===== config.mk =====
export PLATFORM = sky130hd
export DESIGN_NAME = alpha_premultiply_convert_unit
export DESIGN_NICKNAME = d
export VERILOG_FILES = /design/src/rtl/apc_pkg.sv /design/src/rtl/alpha_premultiply_convert_unit.sv /design/src/rtl/apc_lane.sv
export SDC_FILE = /design/constraint.sdc
export NUM_CORES = 2
export LEC_CHECK = 0
export CAP_MARGIN = 20
export CORE_ASPECT_RATIO = 2
export CORE_UTILIZATION = 61
export DETAILED_ROUTE_END_ITERATION = 10
export DONT_BUFFER_PORTS = 1
export PLACE_DENSITY = 0.85
export REMOVE_ABC_BUFFERS = 1
export SLEW_MARGIN = 15
export SYNTH_ARGS = -nofsm -noshare
export SYNTH_HDL_FRONTEND = slang
export SYNTH_HIERARCHICAL = 1
export SYNTH_SLANG_ARGS = --single-unit

===== constraint.sdc =====
create_clock -name clk -period 9.05 [get_ports clk]
set_clock_uncertainty 0.2 [all_clocks]
set_input_delay 2.2625 -clock clk [delete_from_list [all_inputs] [get_ports clk]]
set_output_delay 2.2625 -clock clk [all_outputs]
set_load 0.05 [all_outputs]

===== src/rtl/apc_pkg.sv =====
// Shared types, widths and helpers for the alpha premultiply converter.
// No dependencies; used by apc_lane and alpha_premultiply_convert_unit.
package apc_pkg;

  // Field widths
  localparam int CHAN_W  = 16;
  localparam int ALPHA_W = 8;

  // Mode codes
  localparam logic MODE_PREMUL   = 1'b0;
  localparam logic MODE_UNPREMUL = 1'b1;

  // Divider geometry: quotient bit 8 flags saturation, bits 7..0 are the result
  localparam int QUO_W           = 9;
  localparam int REM_W           = 24;
  localparam int STEPS_PER_STAGE = 3;
  localparam int DIV_STAGES      = QUO_W / STEPS_PER_STAGE;

  // Input register plus the divide stages
  localparam int LATENCY = DIV_STAGES + 1;

  localparam logic [CHAN_W-1:0] SAT8 = CHAN_W'(255);

  // One stage register of a channel lane
  typedef struct packed {
    logic              mode;
    logic [REM_W-1:0]  rem;   // partial remainder, or final value in premultiply mode
    logic [QUO_W-1:0]  quo;
    logic [CHAN_W-1:0] den;   // 257 * max(alpha, 1)
  } lane_stage_t;

  typedef struct packed {
    logic [REM_W-1:0] rem;
    logic             hit;
  } div_step_t;

  // One restoring division step at quotient bit k
  function automatic div_step_t div_step(input logic [REM_W-1:0] rem,
                                         input logic [CHAN_W-1:0] den,
                                         input logic [3:0] k);
    logic [REM_W-1:0] sh;
    div_step_t        res;
    sh = REM_W'(den) << k;
    if (rem >= sh) begin
      res.rem = rem - sh;
      res.hit = 1'b1;
    end else begin
      res.rem = rem;
      res.hit = 1'b0;
    end
    return res;
  endfunction

endpackage


===== src/rtl/alpha_premultiply_convert_unit.sv =====
// A pixel taken at a clock edge passes the input register and the three divide stages;
// its result is then on the outputs, with done high, for one cycle only.
// Throughput: one pixel per clock, sustained; busy is low outside reset.
// The lanes run a three-stage restoring divider, three quotient bits a stage.
// Reset (rst, synchronous) clears the valid pipeline; busy stays high during it.
// Top level: valid pipeline and three channel lanes. Depends on apc_pkg, apc_lane.
module alpha_premultiply_convert_unit (
  input  logic                        clk,
  input  logic                        rst,
  input  logic                        start,
  output logic                        busy,
  input  logic                        mode,
  input  logic [apc_pkg::CHAN_W-1:0]  red_in,
  input  logic [apc_pkg::CHAN_W-1:0]  green_in,
  input  logic [apc_pkg::CHAN_W-1:0]  blue_in,
  input  logic [apc_pkg::ALPHA_W-1:0] alpha_in,
  input  logic                        end_of_span,
  output logic                        done,
  output logic [apc_pkg::CHAN_W-1:0]  red_out,
  output logic [apc_pkg::CHAN_W-1:0]  green_out,
  output logic [apc_pkg::CHAN_W-1:0]  blue_out,
  output logic [apc_pkg::ALPHA_W-1:0] alpha_out,
  output logic                        span_last
);

  localparam int LAT = apc_pkg::LATENCY;

  logic                        take;
  logic [LAT-1:0]              vld;
  logic [apc_pkg::ALPHA_W-1:0] alpha_d [LAT];
  logic [LAT-1:0]              span_d;

  assign busy = rst;
  assign take = start & ~busy;

  // Valid bits travel with the data
  always_ff @(posedge clk) begin
    if (rst) begin
      vld <= '0;
    end else begin
      vld <= {vld[LAT-2:0], take};
    end
  end

  // Sideband delay line for alpha and span mark
  always_ff @(posedge clk) begin
    alpha_d[0] <= alpha_in;
    span_d     <= {span_d[LAT-2:0], end_of_span};
    for (int i = 1; i < LAT; i++) begin
      alpha_d[i] <= alpha_d[i-1];
    end
  end

  // Channel lanes
  apc_lane u_red (
    .clk      (clk),
    .mode     (mode),
    .chan_in  (red_in),
    .alpha    (alpha_in),
    .chan_out (red_out)
  );

  apc_lane u_green (
    .clk      (clk),
    .mode     (mode),
    .chan_in  (green_in),
    .alpha    (alpha_in),
    .chan_out (green_out)
  );

  apc_lane u_blue (
    .clk      (clk),
    .mode     (mode),
    .chan_in  (blue_in),
    .alpha    (alpha_in),
    .chan_out (blue_out)
  );

  assign done      = vld[LAT-1];
  assign alpha_out = alpha_d[LAT-1];
  assign span_last = span_d[LAT-1];

  // Checks
  a_done_follows_start: assert property (@(posedge clk) disable iff (rst)
    done |-> $past(take, 4))
    else $error("done without a transfer four cycles earlier");

  a_alpha_pass: assert property (@(posedge clk) disable iff (rst)
    done |-> alpha_out == $past(alpha_in, 4))
    else $error("alpha not passed through");

  a_unpremul_sat: assert property (@(posedge clk) disable iff (rst)
    (done && $past(mode, 4) == apc_pkg::MODE_UNPREMUL) |->
      (red_out <= apc_pkg::SAT8 && green_out <= apc_pkg::SAT8 &&
       blue_out <= apc_pkg::SAT8))
    else $error("unpremultiply result above 255");

  a_premul_zero_alpha: assert property (@(posedge clk) disable iff (rst)
    (done && $past(mode, 4) == apc_pkg::MODE_PREMUL && $past(alpha_in, 4) == '0) |->
      (red_out == '0 && green_out == '0 && blue_out == '0))
    else $error("premultiply with zero alpha gave nonzero colour");

endmodule


===== src/rtl/apc_lane.sv =====
// One colour channel of the converter: input products, then a pipelined
// restoring divider for unpremultiply. Depends on apc_pkg.
module apc_lane (
  input  logic                        clk,
  input  logic                        mode,
  input  logic [apc_pkg::CHAN_W-1:0]  chan_in,
  input  logic [apc_pkg::ALPHA_W-1:0] alpha,
  output logic [apc_pkg::CHAN_W-1:0]  chan_out
);

  localparam int NSTG = apc_pkg::DIV_STAGES + 1;

  apc_pkg::lane_stage_t st  [NSTG];
  apc_pkg::lane_stage_t s0;

  logic [apc_pkg::ALPHA_W-1:0] alpha_eff;
  logic [apc_pkg::CHAN_W-1:0]  prod;

  // Entry: 8x8 product for premultiply, c*255 and 257*max(a,1) for unpremultiply
  always_comb begin
    alpha_eff = (alpha == '0) ? apc_pkg::ALPHA_W'(1) : alpha;
    prod      = apc_pkg::CHAN_W'(chan_in[7:0]) * apc_pkg::CHAN_W'(alpha);
    s0.mode   = mode;
    s0.quo    = '0;
    s0.den    = {alpha_eff, alpha_eff};
    if (mode == apc_pkg::MODE_UNPREMUL) begin
      s0.rem = {chan_in, 8'b0} - apc_pkg::REM_W'(chan_in);
    end else begin
      s0.rem = apc_pkg::REM_W'(prod);
    end
  end

  always_ff @(posedge clk) begin
    st[0] <= s0;
  end

  // Divide stages, three quotient bits each
  for (genvar j = 0; j < apc_pkg::DIV_STAGES; j++) begin : g_stage
    apc_pkg::lane_stage_t nxt;
    apc_pkg::div_step_t   ds;
    logic [15:0] p;
    logic [24:0] t;
    logic [8:0]  q0;
    logic [16:0] r;
    logic [8:0]  q;
    logic [3:0]  k;

    always_comb begin
      nxt = st[j];
      ds  = '0;
      k   = '0;
      p   = st[j].rem[15:0];
      t   = {p, 9'b0} + {8'b0, p, 1'b0};
      q0  = t[24:16];
      r   = {p, 1'b0} - ({q0, 8'b0} - 17'(q0));
      q   = q0 + ((r >= 17'd255) ? 9'd1 : 9'd0);
      if (st[j].mode == apc_pkg::MODE_UNPREMUL) begin
        for (int s = 0; s < apc_pkg::STEPS_PER_STAGE; s++) begin
          k = 4'(apc_pkg::QUO_W - 1 - j * apc_pkg::STEPS_PER_STAGE - s);
          ds = apc_pkg::div_step(nxt.rem, nxt.den, k);
          nxt.rem    = ds.rem;
          nxt.quo[k] = ds.hit;
        end
      end else if (j == 0) begin
        // p*257/255 = p + floor(2p/255); reciprocal estimate plus one correction
        nxt.rem = apc_pkg::REM_W'(p + 16'(q));
      end
    end

    always_ff @(posedge clk) begin
      st[j+1] <= nxt;
    end
  end

  // Result select with saturation
  always_comb begin
    if (st[NSTG-1].mode == apc_pkg::MODE_UNPREMUL) begin
      chan_out = st[NSTG-1].quo[8] ? apc_pkg::SAT8
                                   : apc_pkg::CHAN_W'(st[NSTG-1].quo[7:0]);
    end else begin
      chan_out = st[NSTG-1].rem[apc_pkg::CHAN_W-1:0];
    end
  end

endmodule

==> reports/results.tsv, run 1 <==
stage	metric	value	unit
synth	mean post-synth cell area	7.827	um^2
synth	count leader, synth	ha_1	
global_route	vias in the first global route	54700	
clocking	Max Buffers Root-to-Sink	3	
place	global placement routability congestion	1.091	
die	row count	152	
run_status	status	did not finish	
synth	Synth area leaders	ha_1, dfxtp_1, xnor2_1	
synth	Post-Syn Area	52960	um^2
die	Die X	210.3	um
synth	register area share after synthesis	16.71	%
synth	Synth area leader	ha_1	
clocking	CTS Buf Count	45	
synth	share of synthesized registers carrying an async set or reset	0	%
clocking	# resized after CTS	0	
die	initial core utilization	61.61	%
synth	area share of the largest cell type after synthesis	16.73	%
clocking	post-CTS setup buffers	0	
synth	Main synth FF type	dfxtp_1	
synth	mux contribution to synthesized area	4.605	%
synth	Netlist cell types	122	
synth	Synth Instances	6766	
synth	simple-gate share of the synthesized area	19.47	%
die	Die H	418.7	um
clocking	CTS H-tree depth	2	
place	Post-DP HPWL	135200	um
synth	flops & latches, synth	442	
global_route	gr ovfl total	2	
synth	adder-cell share of the synthesized area	22.17	%
place	port bufs	0	
clocking	Clock Tree Root	clkbuf_16	
synth	compound-cell area share of the yosys netlist	22.29	%
run_status	Fail Step	global routing	
run_status	tool error	[ERROR GRT-0116] Global routing finished with congestion. Check the congestion regions in the DRC Viewer.	
global_route	total track usage	39.82	%
synth	largest family of logic cells by synthesized area	compound AO/OA/AOI/OAI gates	
clocking	CTS Hold Bufs	0	
synth	Synthesis Warnings	6	
synth	Post-synth EDFFs	0	
synth	Commonest cells post-synth	ha_1, inv_1, nand2_1	
clocking	Num Clock Sinks	442	
synth	Post-Synth XOR/XNOR Area	8.779	%
die	I/O pins	120	
global_route	largest net degree at the start of global routing	110	
global_route	first-pass GRT wire length	276800	um
## stage by stage
| stage | util, % | worst slack (ns) | instance area, um^2 | std cells | hold WS (ns) |
|---|---|---|---|---|---|
| 3_5_place_dp | 63.99 | 0.1906 | 55010 | 7895 | 0.1121 |
| 4_1_cts | 65.86 | 0.1382 | 56610 | 7979 | 0.1270 |
| 2_1_floorplan | - | -0.005679 | 51940 | 6534 | 0.1096 |
| 3_3_place_gp | 63.98 | 0.3158 | 55000 | 7894 | 0.1095 |
## cells by family after synthesis
group           after synthesis
buf+inv                     804
simple gates               2090
flops                       442
mux                         226
xor+xnor                    530
compound gates             1822
fa+ha+maj                   852
## metal layers
| layer | GRT overflow | global-route usage [%] |
|---|---|---|
| met1 | 0 | 33.60 |
| met3 | 0 | 11.62 |
| met5 | 0 | 1.922 |
| met4 | 1 | 41.09 |
| met2 | 1 | 71.59 |
==> inputs of run 2 (changes only) <==
CORE_ASPECT_RATIO = default   (was 2)
CORE_UTILIZATION = 40   (was 61)
PLACE_DENSITY = default   (was 0.85)
PLACE_DENSITY_LB_ADDON = 0.15   (was default)
clock period = 11.8 ns   (was 9.05 ns; I/O delays follow)
==> reports/results.tsv, run 2 <==
stage	metric	value	unit	change
run_status	status	finished, final reports clean		
global_route	vias in the first global route	45410		
place	port bufs	0		unchanged
synth	Synth Instances	6766		unchanged
routing	ANT nets after route	0		
clocking	CTS H-tree depth	2		unchanged
clocking	CTS Hold Bufs	0		unchanged
synth	count leader, synth	ha_1		
setup_path	Worst setup SP type	flip-flop		
setup_path	WP data arrival	10.66	ns	
setup_path	critical path endpoint category	flip-flop		
routing	Routed WL per cell	18.84	um	
timing	final hold violation count	0		
global_route	gr ovfl total	0		
cells_and_area	most frequent cells in the layout	ha_1, inv_1, nand2_1		
setup_path	CP Max Fanout	22		
synth	flops & latches, synth	442		unchanged
clocking	Num Clock Sinks	442		unchanged
cells_and_area	design area	56450	um^2	
hold_path	Worst Hold Path Cells	0		
die	Core ar.	131500	um^2	
synth	Synthesis Warnings	6		unchanged
routing	drt first pass iters	5		
die	Total Die Area	133900	um^2	
setup_path	CP Data Required Time	12.16	ns	
cells_and_area	Inserted Diodes	0		
synth	Synth area leader	ha_1		
timing	Final TNS setup	0	ns	
clocking	# resized after CTS	0		unchanged
cells_and_area	commonest non-fill, non-tap cell in the layout	ha_1		
setup_path	Worst R2R Path Depth	32		
cells_and_area	Fillers	13470		
clocking	CTS Buf Count	58		+29%
timing	number of setup violations in the final report	0		
place	post-place instance area	54360	um^2	-1.2%
cells_and_area	area grow syn2layout	6.587	%	
setup_path	CP peak stage delay	0.61	ns	
synth	share of synthesized registers carrying an async set or reset	0	%	unchanged
synth	Synth area leaders	ha_1, dfxtp_1, xnor2_1		
synth	mean post-synth cell area	7.827	um^2	unchanged
timing	RSZ-0062 raised after global routing	false		
routing	vias post-DR	47300		
clocking	post-CTS setup buffers	0		unchanged
global_route	total track usage	22.98	%	
timing	Max Slew Vio Count	0		
place	global placement routability congestion	0.9062		-17%
die	Die X	365.9	um	+74%
clocking	Clock Tree Root	clkbuf_16		
cells_and_area	Post-layout nets	7536		
timing	max frequency	0.09705	GHz	
clocking	Max Buffers Root-to-Sink	3		unchanged
cells_and_area	Util after Layout	42.94	%	
synth	register area share after synthesis	16.71	%	unchanged
cells_and_area	share of layout cells above drive strength 1	5.501	%	
clocking	Worst-Skew Late Latency	0.67	ns	
clocking	Clock transition at path regs	0.07	ns	
routing	DRC	0		
timing	WHS	0.1208	ns	
routing	routed vias/inst	5.614		
global_route	first-pass GRT wire length	250100	um	
cells_and_area	multi-input logic area	40960	um^2	
global_route	largest net degree at the start of global routing	110		
global_route	antenna violations before repair	4		
synth	Commonest cells post-synth	ha_1, inv_1, nand2_1		
cells_and_area	register area	8848	um^2	
die	Die H	365.9	um	-13%
synth	Post-Syn Area	52960	um^2	unchanged
job	max-cap violations	0		
cells_and_area	Top Registers	u_blue/st: 134 flops, u_green/st: 134 flops, u_red/st: 134 flops		
timing	worst rel slew slack	28.61	%	
hold_path	worst min-delay path category	flip-flop to flip-flop		
setup_path	CP max stage cell	and3_1		
setup_path	Worst Path Class, Setup	flip-flop to flip-flop		
routing	WL final	158800	um	
timing	worst-margin pin slew	1.069	ns	
timing	Period minus WS final	10.30	ns	
synth	Netlist cell types	122		unchanged
die	initial core utilization	40.28	%	-21 points
synth	Main synth FF type	dfxtp_1		
die	I/O pins	120		unchanged
place	Post-DP HPWL	123600	um	-8.6%
setup_path	R2R Setup Slk	1.50	ns	
clocking	CTS tree	built		
synth	Post-synth EDFFs	0		unchanged
timing	Final Cycle Share	87.32	%	
die	row count	133		-13%
routing	Initial DRC Count	3306		
synth	area share of the largest cell type after synthesis	16.73	%	unchanged
==> run 2: area by class of cell <==
| type | count | share of cell area [%] |
|---|---|---|
| repair buffers | 29 | 0.3923 |
| flip-flops and latches | 442 | 15.68 |
| inverters | 572 | 3.804 |
| clock inverters | 42 | 0.9155 |
| clock buffers | 66 | 2.751 |
| well taps | 1755 | 3.890 |
| multi-input cells | 5520 | 72.57 |
==> run 2: stage by stage <==
step	cells	setup WS (ns)
2_1_floorplan	6534	2.744
6_report	8426	1.496
4_1_cts	8424	1.673
3_3_place_gp	8315	1.727
3_5_place_dp	8316	1.698
5_1_grt	8426	0.7180
==> run 2: final timing paths <==
kind,endpoint,from
max,u_red/st[3][40],u_red/st[2][9]
min,alpha_d[3][7],alpha_d[2][7]
max reg2reg,u_red/st[3][40],u_red/st[2][9]
min reg2reg,alpha_d[3][7],alpha_d[2][7]
==> run 2: logic make-up (layout without fill, tap and decap cells) <==
logic type,after synthesis,count (layout),share of synthesized area [%]
AO/OA/AOI/OAI,1822,1822,22.29
XOR/XNOR,530,530,8.779
adder cells (fa/ha/maj),852,852,22.17
buffers and inverters,804,709,5.980
flip-flops,442,442,16.71
multiplexers,226,226,4.605
AND/OR/NAND/NOR,2090,2090,19.47
==> run 2: critical path: cells and delay by family (launching register included) <==
kind	cells	cell delay, ns
compound gates	16	4.61
fa+ha+maj	3	1.15
buf+inv	2	0.40
flops	1	0.57
mux	1	0.42
simple gates	10	2.82
==> run 2: per-layer routing <==
metal	GRT usage, %	share of wire [%]	vias to the layer above
li1	-	-	23720
met1	31.80	48	22240
met2	37.21	44	1129
met3	3.386	5.7	221
met4	5.729	2.3	2
met5	0	0.0094	-
Power of run 2 is left out: the tool's default activity adds up to more than one toggle a clock period on the data nets, which glitch-free logic cannot reach.
